File: config.mk
export PLATFORM = sky130hd
export DESIGN_NAME = interleaved_gamma_codec
export DESIGN_NICKNAME = d
export VERILOG_FILES = /design/src/rtl/igc_pkg.sv /design/src/rtl/igc_front.sv /design/src/rtl/igc_queue.sv /design/src/rtl/igc_back.sv /design/src/rtl/interleaved_gamma_codec.sv
export VERILOG_INCLUDE_DIRS = /design/src /design/src/rtl
export SDC_FILE = /design/constraint.sdc
export NUM_CORES = 1
export LEC_CHECK = 0
export BUFFER_PORTS_ARGS = -buffer_cell sky130_fd_sc_hd__buf_2
export CAP_MARGIN = 10
export CORE_ASPECT_RATIO = 0.8
export CORE_MARGIN = 2
export CORE_UTILIZATION = 54
export DETAILED_ROUTE_END_ITERATION = 7
export PLACE_DENSITY = 0.76
export SETUP_SLACK_MARGIN = 0.2
export SYNTH_ARGS = -nofsm -noshare
export SYNTH_HDL_FRONTEND = slang
export SYNTH_HIERARCHICAL = 1
export SYNTH_SLANG_ARGS = --single-unit
File: constraint.sdc
create_clock -name clk_i -period 2.9 [get_ports clk_i]
set_input_delay 0 -clock clk_i [delete_from_list [all_inputs] [get_ports clk_i]]
set_output_delay 0 -clock clk_i [all_outputs]
set_load 0.005 [all_outputs]
File: src/rtl/interleaved_gamma_codec_macros.svh
`ifndef INTERLEAVED_GAMMA_CODEC_MACROS_SVH
`define INTERLEAVED_GAMMA_CODEC_MACROS_SVH

// Concurrent assertion on clk_i, disabled while rst_ni is low.
`define IGC_ASSERT(lbl, prop, msg) \
  lbl: assert property (@(posedge clk_i) disable iff (!rst_ni) (prop)) else $error(msg);

// Concurrent assertion that a condition is never true.
`define IGC_ASSERT_NEVER(lbl, cond, msg) \
  `IGC_ASSERT(lbl, !(cond), msg)

`endif

File: src/rtl/igc_pkg.sv
package igc_pkg;

  localparam int unsigned NUM_W = 32;
  localparam int unsigned VALUE_BITS = 32;
  localparam int unsigned CNT_W = (VALUE_BITS > 1) ? $clog2(VALUE_BITS) : 1;
  localparam logic [NUM_W-1:0] VALUE_MASK = NUM_W'((64'd1 << VALUE_BITS) - 64'd1);

  localparam int unsigned QUEUE_DEPTH = 2;
  localparam int unsigned QPTR_W = (QUEUE_DEPTH > 1) ? $clog2(QUEUE_DEPTH) : 1;
  localparam int unsigned QCNT_W = $clog2(QUEUE_DEPTH + 1);

  typedef enum logic [1:0] {
    KIND_CODE   = 2'd0,
    KIND_NUMBER = 2'd1,
    KIND_ERROR  = 2'd2
  } kind_e;

  typedef enum logic [1:0] {
    OP_ENCODE    = 2'd0,
    OP_ENC_ERROR = 2'd1,
    OP_DECODE    = 2'd2
  } op_e;

  typedef struct packed {
    op_e              op;
    logic [NUM_W-1:0] number;
    logic             code_bit;
  } entry_t;

  typedef struct packed {
    kind_e            kind;
    logic             code_bit;
    logic             last;
    logic [NUM_W-1:0] number;
  } result_t;

endpackage

File: src/rtl/igc_front.sv
module igc_front
  import igc_pkg::*;
(
  input  logic             in_valid_i,
  output logic             in_stall_o,
  input  logic             cmd_i,
  input  logic [NUM_W-1:0] number_in_i,
  input  logic             code_bit_in_i,
  input  logic             q_full_i,
  output logic             q_push_o,
  output entry_t           q_entry_o
);

  logic enc_bad;

  assign enc_bad = (number_in_i == '0) || ((number_in_i & ~VALUE_MASK) != '0);

  always_comb begin
    q_entry_o.number   = number_in_i;
    q_entry_o.code_bit = code_bit_in_i;
    if (cmd_i) begin
      q_entry_o.op = OP_DECODE;
    end else if (enc_bad) begin
      q_entry_o.op = OP_ENC_ERROR;
    end else begin
      q_entry_o.op = OP_ENCODE;
    end
  end

  assign in_stall_o = q_full_i;
  assign q_push_o   = in_valid_i && !q_full_i;

endmodule

File: src/rtl/igc_queue.sv
module igc_queue
  import igc_pkg::*;
(
  input  logic   clk_i,
  input  logic   rst_ni,
  input  logic   push_i,
  input  entry_t push_data_i,
  input  logic   pop_i,
  output entry_t pop_data_o,
  output logic   full_o,
  output logic   empty_o
);

  entry_t              mem_q [QUEUE_DEPTH];
  logic [QPTR_W-1:0]   wr_ptr_q, wr_ptr_d;
  logic [QPTR_W-1:0]   rd_ptr_q, rd_ptr_d;
  logic [QCNT_W-1:0]   cnt_q, cnt_d;
  logic                do_push, do_pop;

  assign full_o     = (cnt_q == QCNT_W'(QUEUE_DEPTH));
  assign empty_o    = (cnt_q == '0);
  assign do_push    = push_i && !full_o;
  assign do_pop     = pop_i && !empty_o;
  assign pop_data_o = mem_q[rd_ptr_q];

  always_comb begin
    wr_ptr_d = wr_ptr_q;
    rd_ptr_d = rd_ptr_q;
    cnt_d    = cnt_q;
    if (do_push) begin
      wr_ptr_d = (wr_ptr_q == QPTR_W'(QUEUE_DEPTH - 1)) ? '0 : wr_ptr_q + QPTR_W'(1);
    end
    if (do_pop) begin
      rd_ptr_d = (rd_ptr_q == QPTR_W'(QUEUE_DEPTH - 1)) ? '0 : rd_ptr_q + QPTR_W'(1);
    end
    if (do_push && !do_pop) begin
      cnt_d = cnt_q + QCNT_W'(1);
    end else if (do_pop && !do_push) begin
      cnt_d = cnt_q - QCNT_W'(1);
    end
  end

  always_ff @(posedge clk_i or negedge rst_ni) begin
    if (!rst_ni) begin
      wr_ptr_q <= '0;
      rd_ptr_q <= '0;
      cnt_q    <= '0;
    end else begin
      wr_ptr_q <= wr_ptr_d;
      rd_ptr_q <= rd_ptr_d;
      cnt_q    <= cnt_d;
    end
  end

  always_ff @(posedge clk_i) begin
    if (do_push) begin
      mem_q[wr_ptr_q] <= push_data_i;
    end
  end

endmodule

File: src/rtl/igc_back.sv
`include "interleaved_gamma_codec_macros.svh"

module igc_back
  import igc_pkg::*;
(
  input  logic    clk_i,
  input  logic    rst_ni,
  input  entry_t  q_data_i,
  input  logic    q_empty_i,
  output logic    q_pop_o,
  output logic    out_valid_o,
  input  logic    out_stall_i,
  output result_t out_o
);

  logic                  out_valid_q, out_valid_d;
  result_t               out_q, out_d;
  logic                  busy_q, busy_d;
  logic                  phase_q, phase_d;
  logic [NUM_W-1:0]      shreg_q, shreg_d;
  logic                  exp_q, exp_d;
  logic [VALUE_BITS-1:0] part_q, part_d;
  logic [CNT_W-1:0]      cnt_q, cnt_d;
  logic                  adv;
  logic [NUM_W-1:0]      src;
  logic                  ph;
  logic [VALUE_BITS-1:0] with_one;

  assign adv = !out_valid_q || !out_stall_i;
  assign src = busy_q ? shreg_q : q_data_i.number;
  assign ph  = busy_q && phase_q;

  always_comb begin
    for (int i = 0; i < VALUE_BITS; i++) begin
      with_one[i] = part_q[i] || (cnt_q == CNT_W'(i));
    end
  end

  always_comb begin
    q_pop_o     = 1'b0;
    out_valid_d = adv ? 1'b0 : out_valid_q;
    out_d       = out_q;
    busy_d      = busy_q;
    phase_d     = phase_q;
    shreg_d     = shreg_q;
    exp_d       = exp_q;
    part_d      = part_q;
    cnt_d       = cnt_q;
    if (adv && (busy_q || !q_empty_i)) begin
      if (!busy_q) begin
        q_pop_o = 1'b1;
      end
      if (busy_q || (q_data_i.op == OP_ENCODE)) begin
        out_valid_d     = 1'b1;
        out_d.kind      = KIND_CODE;
        out_d.number    = '0;
        if (ph) begin
          out_d.code_bit = src[0];
          out_d.last     = 1'b0;
          shreg_d        = src >> 1;
          phase_d        = 1'b0;
          busy_d         = 1'b1;
        end else if (|src[NUM_W-1:1]) begin
          out_d.code_bit = 1'b0;
          out_d.last     = 1'b0;
          shreg_d        = src;
          phase_d        = 1'b1;
          busy_d         = 1'b1;
        end else begin
          out_d.code_bit = 1'b1;
          out_d.last     = 1'b1;
          phase_d        = 1'b0;
          busy_d         = 1'b0;
        end
      end else begin
        unique case (q_data_i.op)
          OP_ENC_ERROR: begin
            out_valid_d = 1'b1;
            out_d       = '{kind: KIND_ERROR, code_bit: 1'b0, last: 1'b1, number: '0};
          end
          OP_DECODE: begin
            if (exp_q) begin
              if (cnt_q == CNT_W'(VALUE_BITS - 1)) begin
                exp_d       = 1'b0;
                part_d      = '0;
                cnt_d       = '0;
                out_valid_d = 1'b1;
                out_d       = '{kind: KIND_ERROR, code_bit: 1'b0, last: 1'b1, number: '0};
              end else begin
                part_d[cnt_q] = q_data_i.code_bit;
                cnt_d         = cnt_q + CNT_W'(1);
                exp_d         = 1'b0;
              end
            end else if (!q_data_i.code_bit) begin
              exp_d = 1'b1;
            end else begin
              exp_d       = 1'b0;
              part_d      = '0;
              cnt_d       = '0;
              out_valid_d = 1'b1;
              out_d       = '{kind: KIND_NUMBER, code_bit: 1'b0, last: 1'b1,
                              number: NUM_W'(with_one)};
            end
          end
          default: begin
          end
        endcase
      end
    end
  end

  always_ff @(posedge clk_i or negedge rst_ni) begin
    if (!rst_ni) begin
      out_valid_q <= 1'b0;
      busy_q      <= 1'b0;
      phase_q     <= 1'b0;
      exp_q       <= 1'b0;
      part_q      <= '0;
      cnt_q       <= '0;
    end else begin
      out_valid_q <= out_valid_d;
      busy_q      <= busy_d;
      phase_q     <= phase_d;
      exp_q       <= exp_d;
      part_q      <= part_d;
      cnt_q       <= cnt_d;
    end
  end

  always_ff @(posedge clk_i) begin
    out_q   <= out_d;
    shreg_q <= shreg_d;
  end

  assign out_valid_o = out_valid_q;
  assign out_o       = out_q;

  `IGC_ASSERT(a_busy_nonzero, busy_q |-> (shreg_q != '0), "encoder busy with empty shift register")
  `IGC_ASSERT_NEVER(a_pop_busy, q_pop_o && busy_q, "queue popped during an encode")
  `IGC_ASSERT_NEVER(a_phase_idle, phase_q && !busy_q, "data phase without an encode")
  `IGC_ASSERT(a_cnt_range, cnt_q <= CNT_W'(VALUE_BITS - 1), "data bit count out of range")

endmodule

File: src/rtl/interleaved_gamma_codec.sv
// Interleaved Elias gamma encoder and decoder. Each input item is either an encode
// (cmd_i low) or one code bit to decode (cmd_i high). Items pass through a two-entry
// queue to an execution unit that produces at most one result item per cycle into an
// output register. A decode item gives a result only when it ends a number or overflows.
// An encode of a number whose leading one sits at bit t emits 2t+1 code bits, one per
// cycle while the output is not stalled, with the last one marked; encoding zero gives a
// single error result. The encode sequencer, a shift register shifted once per data bit,
// sets the rate. Encoding does not disturb a decode in progress.
module interleaved_gamma_codec
  import igc_pkg::*;
(
  input  logic             clk_i,
  input  logic             rst_ni,
  input  logic             in_valid_i,
  output logic             in_stall_o,
  input  logic             cmd_i,
  input  logic [NUM_W-1:0] number_in_i,
  input  logic             code_bit_in_i,
  output logic             out_valid_o,
  input  logic             out_stall_i,
  output logic [1:0]       kind_o,
  output logic             code_bit_out_o,
  output logic             last_o,
  output logic [NUM_W-1:0] number_out_o
);

  entry_t  push_entry, pop_entry;
  logic    push, pop, full, empty;
  result_t res;

  igc_front u_front (
    .in_valid_i    (in_valid_i),
    .in_stall_o    (in_stall_o),
    .cmd_i         (cmd_i),
    .number_in_i   (number_in_i),
    .code_bit_in_i (code_bit_in_i),
    .q_full_i      (full),
    .q_push_o      (push),
    .q_entry_o     (push_entry)
  );

  igc_queue u_queue (
    .clk_i       (clk_i),
    .rst_ni      (rst_ni),
    .push_i      (push),
    .push_data_i (push_entry),
    .pop_i       (pop),
    .pop_data_o  (pop_entry),
    .full_o      (full),
    .empty_o     (empty)
  );

  igc_back u_back (
    .clk_i       (clk_i),
    .rst_ni      (rst_ni),
    .q_data_i    (pop_entry),
    .q_empty_i   (empty),
    .q_pop_o     (pop),
    .out_valid_o (out_valid_o),
    .out_stall_i (out_stall_i),
    .out_o       (res)
  );

  assign kind_o         = res.kind;
  assign code_bit_out_o = res.code_bit;
  assign last_o         = res.last;
  assign number_out_o   = res.number;

endmodule

== After elaboration in Yosys (flattened, before gate mapping) ==
Memory sizes are Yosys's and may differ from the RTL's.
Cells that the tools add are included.

* Memories kept: 1
* Flip-flop bits (word level): 113
* Input port bits: 38
* Bits in writable memories: 70
* Output and inout port bits: 38

{| class="wikitable"
|+ Memory list
! memory !! words !! width !! rd ports !! clocked after memory_dff !! wr ports !! RTL line !! RTL
|-
| u_queue.mem_q || 2 || 35 || 1 || 0 || 1 || igc_queue.sv:14 || <nowiki>entry_t mem_q [QUEUE_DEPTH];</nowiki>
|}

* $add $sub $neg: 5
* Eq/ne operators: 36
* Order comparisons: 2
* Bitwise logic cells: 1
* Reductions and logical operators: 63
* Multiplexer cells: 41

{| class="wikitable"
|+ Operators by type and width
! cell !! number
|-
| $mux 32 || 5
|-
| $mux 36 || 3
|-
| $eq 5x5->1 const B || 16
|-
| $pmux 36 s2 || 1
|-
| $eq 5x4->1 const B || 8
|-
| $logic_or 1x1->1 || 35
|-
| $mux 34 || 1
|-
| $bwmux 32 || 1
|-
| $logic_not 32->1 || 1
|-
| $mux 31 || 1
|-
| $reduce_or 31->1 || 1
|-
| $eq 5x3->1 const B || 4
|-
| $mux 1 || 19
|-
| $mux 5 || 3
|-
| $eq 5x2->1 const B || 2
|-
| $mux 2 || 5
|-
| $logic_and 1x1->1 || 8
|-
| $reduce_and 4->1 || 2
|-
| $logic_not 1->1 || 6
|-
| $lt 5x6->1 const B || 1
|-
| $reduce_and 3->1 || 2
|-
| $reduce_bool 2->1 || 3
|-
| $add 5x1->5 const B || 1
|-
| $demux 1 s5 || 1
|-
| other kinds (15) || 18
|}

== Logic depth before layout (Yosys ltp) ==
* Depth after elaboration: 9
* Depth in mapped cells: 12
* Depth with buffers taken out: 9

== Cells and area by module ==
The synthesis kept the hierarchy.

{| class="wikitable"
|+ By module, submodules not included
! module !! times used !! cells each !! area each (um^2)
|-
| igc_back || 1 || 481 || 5353.9
|-
| igc_queue || 1 || 128 || 2872.8
|-
| igc_front || 1 || 48 || 351.6
|}

== Worst setup path after synthesis ==
No wires, ideal clock.

* Path kind: register -> register
* From: register u_queue.rd_ptr_q
* To: register u_back.shreg_q[0], enable pin
* Buffers on the path: 2
* Period minus slack after synthesis: 3.049 ns
* Library setup time: 0.319 ns
* Stages on the path, launching flop included: 9
* Path slack: -0.149 ns
* Arrival: 2.730 ns
* Path through: dfrtp_1 buf_6 buf_12 mux2_4 or4_1 o22a_1 a2111oi_2 nand3b_1 a32o_2

{| class="wikitable"
|+ RTL lines
! what !! RTL line !! RTL
|-
| from (decl) || igc_queue.sv:16 || <nowiki>logic [QPTR_W-1:0] rd_ptr_q, rd_ptr_d;</nowiki>
|-
| from (signal assigned) || igc_queue.sv:50 || <nowiki>rd_ptr_q <= rd_ptr_d;</nowiki>
|-
| to (signal assigned) || igc_back.sv:132 || <nowiki>shreg_q <= shreg_d;</nowiki>
|-
| to (decl) || igc_back.sv:20 || <nowiki>logic [NUM_W-1:0] shreg_q, shreg_d;</nowiki>
|}

==> qor.log <==
[clocking] Clock H-tree levels 4
[routing] drt drc 0
[worst_setup_path] endpoint arrival time on the critical path 3110 ps
[power_and_ir_drop] Worst VDD drop 0.0005554 V
[timing] tightest slew margin relative to the limit 28.63%
[finish] area growth from synthesis to final layout 19.53%
[global_routing] total routing resource utilization after global routing 23.00%
[placement] routability cong. 0.9286
[routing] Detailed Route Iter0 Violations 650
[worst_setup_path] class of the most critical setup path reg -> reg
[floorplanning] number of top-level pins 76
[worst_setup_path] required time reported for the critical path endpoint 3070 ps
[worst_setup_path] top fanout value on the critical path 8
[finish] Multi-input gate area 3007 um^2
[floorplanning] die extent in x 144.9 um
[timing] Final Max Slew Viols 0
[timing] min setup slack post-route -34.36 ps
[clocking] clock input transition at the sequential cells of the worst setup and hold paths 70 ps
[clocking] number of buffers on the longest clock path 2
[floorplanning] height of the die 116.7 um
[clocking] clock latency on the worst-skew pair 440 ps
[worst_setup_path] crit start category register
[floorplanning] FP Rows 41
[synthesis] most used flip-flop cell after synthesis sky130_fd_sc_hd__edfxtp_1
[worst_setup_path] CP bufs+invs 3
[routing] detailed-route via count 5831
[hold_path] Worst Hold Class in -> reg
[finish] Storage cell area 5274 um^2
[placement] post-placement worst setup slack -62.38 ps
[worst_setup_path] type of element capturing the critical path register
[global_routing] largest net degree at the start of global routing 46
[worst_setup_path] worst stage delay on the critical path 530 ps
[timing] accumulated negative setup slack -747.8 ps
[synthesis] distinct cell type count of the synthesized netlist 49
[finish] layout cells sized above 1 26.50%
[flow_run] # Max-Cap Violations 0
[finish] nets@finish 801
[timing] post-route clock period utilization 101.2%
[timing] worst hold slack after final layout 36.42 ps
[synthesis] sequential cell area fraction in the yosys report 61.44%
[worst_setup_path] slowest stage cell on the critical path sky130_fd_sc_hd__or4_1
[routing] antenna viol nets, final 0
[synthesis] most area-hungry cell type in the Yosys netlist sky130_fd_sc_hd__edfxtp_1
[global_routing] vias in the first global route 5493
[timing] Hold Fails Final Rpt 0
[routing] Detailed Routing Iterations Pass 1 5
[worst_setup_path] most numerous cell on the critical path sky130_fd_sc_hd__buf_4
[synthesis] proportion of synthesized flip-flops having asynchronous set or reset 24.59%
[timing] Achievable Freq 340.8 MHz
[routing] Detailed Route WL 19.90 mm
[clocking] TritonCTS clock tree yes
[synthesis] gate count after technology mapping 657
[synthesis] fraction of post-synthesis cell area in the top cell type by area 48.31%
[synthesis] Post-synth EDFFs 138
[floorplanning] initial core utilization 54.83%
[synthesis] post-synthesis sequential element count 183
[timing] Post-Route Skew 12.59 ps
[synthesis] most used standard cells in the synthesized netlist sky130_fd_sc_hd__edfxtp_1, sky130_fd_sc_hd__nor2_1, sky130_fd_sc_hd__dfrtp_1, sky130_fd_sc_hd__buf_4, sky130_fd_sc_hd__o21ai_0
[synthesis] count of yosys warnings during synthesis 6
[power_and_ir_drop] power per cell area 676.6 nW/um^2
[timing] unrepaired setup endpoints after global routing true
[clocking] Root Buffer sky130_fd_sc_hd__clkbuf_16
[worst_setup_path] Largest delay share family, worst path compound AO/OA/AOI/OAI gates
[worst_setup_path] sequence of cells on the critical path buf_4, buf_4, mux2_4, or4_1, a2bb2oi_1, a2111oi_4, nand3b_1, buf_6, a32o_4
[finish] final core utilization 65.53%
[global_routing] final global-route overflow total 0
[routing] average routed wire per standard cell 20.28 um
[global_routing] global-route wire length before repair 29.68 mm
[placement] Final HPWL DP 11.97 mm
[floorplanning] die footprint 16920 um^2
[timing] Slew @ Worst Pin 1071 ps
[synthesis] largest cells by area after synthesis sky130_fd_sc_hd__edfxtp_1, sky130_fd_sc_hd__dfrtp_1, sky130_fd_sc_hd__mux2_4, sky130_fd_sc_hd__mux2i_1, sky130_fd_sc_hd__a22o_1
[synthesis] dominant cell by count in the synthesized netlist sky130_fd_sc_hd__edfxtp_1
[finish] fillcell total 1068
[power_and_ir_drop] cell leakage power 3.920 nW
[power_and_ir_drop] Pwr Total 6.937 mW
[finish] number of inserted diodes 0
[placement] count of port buffers added during placement 75
[clocking] sink count of the clock tree 183
[clocking] number of clock buffers inserted by TritonCTS 17
[global_routing] initial antenna violation count 0
[synthesis] Avg Inst Size Synth 13.06 um^2
[timing] final setup fails 32
[routing] via/cell ratio 5.944
[floorplanning] core area 15650 um^2
[synthesis] Mapped Area 8578 um^2
[run_status] result of the run complete, but fails checks
[timing] final worst path period need 2934 ps
[synthesis] Net Count, Synth 705
[run_status] failing checks negative setup slack
==> worst register-to-register path, stage by stage (launching register included) <==
cell and delay (ps):
sky130_fd_sc_hd__dfrtp_2 440, sky130_fd_sc_hd__buf_4 150, sky130_fd_sc_hd__buf_4 150, sky130_fd_sc_hd__mux2_4 310, sky130_fd_sc_hd__or4_1 530, sky130_fd_sc_hd__a2bb2oi_1 190, sky130_fd_sc_hd__a2111oi_4 270, sky130_fd_sc_hd__nand3b_1 140
sky130_fd_sc_hd__buf_6 160, sky130_fd_sc_hd__a32o_4 330
==> report_power, final <==
part	switching, mW	internal [mW]	total [mW]
logic	0.555	0.434	0.989
clock network	1.07	1.39	2.46
registers	0.195	3.29	3.49
==> registers in the layout, summed over array words and instances (netlist names) <==
register / count
u_back/busy_q: 1
u_queue/cnt_q: 2
u_back/cnt_q: 5
u_back/phase_q: 1
u_back/exp_q: 1
u_queue/rd_ptr_q: 1
u_back/shreg_q: 32
u_back/out_valid_o: 1
u_back/out_o: 36
u_queue/wr_ptr_q: 1
u_queue/mem_q: 70
u_back/part_q: 32
==> through the flow <==
| stage | cells | area [um^2] |
|---|---|---|
| floorplan | 657 | 8617 |
| global placement | 899 | 9012 |
| detailed placement | 899 | 9012 |
| CTS | 975 | 10160 |
| global route | 981 | 10250 |
| finish | 981 | 10250 |
==> cell type report <==
type	count	share of cell area (%)
sequential	183	51.43
multi-input combinational	397	29.32
timing repair buffer	143	10.05
clock buffer	17	4.149
tap	215	2.624
clock inverter	15	2.013
inverter	11	0.4027
==> layout by cell type, fill, tap and decap left out, types with 10 or more instances in the layout <==
cell,count
sky130_fd_sc_hd__nand2_1,23
sky130_fd_sc_hd__a22o_1,32
sky130_fd_sc_hd__o21a_1,32
sky130_fd_sc_hd__clkbuf_16,18
sky130_fd_sc_hd__o21ai_0,34
sky130_fd_sc_hd__nor3_1,13
sky130_fd_sc_hd__buf_4,27
sky130_fd_sc_hd__nor2_1,62
sky130_fd_sc_hd__inv_1,11
sky130_fd_sc_hd__dlygate4sd3_1,35
sky130_fd_sc_hd__nor4_1,12
sky130_fd_sc_hd__ha_1,10
sky130_fd_sc_hd__a21oi_1,33
sky130_fd_sc_hd__buf_2,75
sky130_fd_sc_hd__dfrtp_1,42
sky130_fd_sc_hd__mux2_4,29
sky130_fd_sc_hd__edfxtp_1,138
sky130_fd_sc_hd__mux2i_1,32
==> cell families (layout without fill, tap and decap cells) <==
group                      after synthesis  after routing  synth area share [%]
AOI/OAI and AO/OA                      159            165                 12.44
xor gates and xnor gates                 5              5                0.5106
adders and majority gates               10             10                 1.459
buffers and inverters                   83            186                 5.922
DFF                                    183            183                 61.44
muxes                                   68             68                 9.729
and+or+nand+nor                        149            149                 8.504
==> final timing paths <==
kind	depth (start not counted)	to	slack (ps)	from
worst min-delay path	4	u_queue/wr_ptr_q	40	in_valid_i
max in group asynchronous	2	u_back/phase_q	1860	rst_ni
min in group asynchronous	2	u_queue/cnt_q[0]	310	rst_ni
worst max-delay path	9	u_back/shreg_q[25]	-30	u_queue/rd_ptr_q
worst max register to register	9	u_back/shreg_q[25]	-30	u_queue/rd_ptr_q
worst min register to register	1	u_back/part_q[5]	500	u_back/part_q[5]
==> per-layer routing <==
| metal | global-route usage [%] | vias to the layer above | part of all wire (%) |
|---|---|---|---|
| met1 | 33.16 | 2879 | 45 |
| met4 | 8.713 | 0 | 1.8 |
| li1 | - | 2633 | - |
| met2 | 34.41 | 290 | 45 |
| met5 | 0 | - | 0 |
| met3 | 5.391 | 29 | 7.7 |
==> what timing repair did <==
item                       4_1_cts  5_1_grt
setup endpoints to repair      102      103
gates resized for setup         15        8
cloned                           3        4
hold endpoints to repair       115        0
hold buffers                    35        0
buffers inserted                 6        2
pin swaps                        7        6
Note: power is estimated with default switching activity, not from simulation.
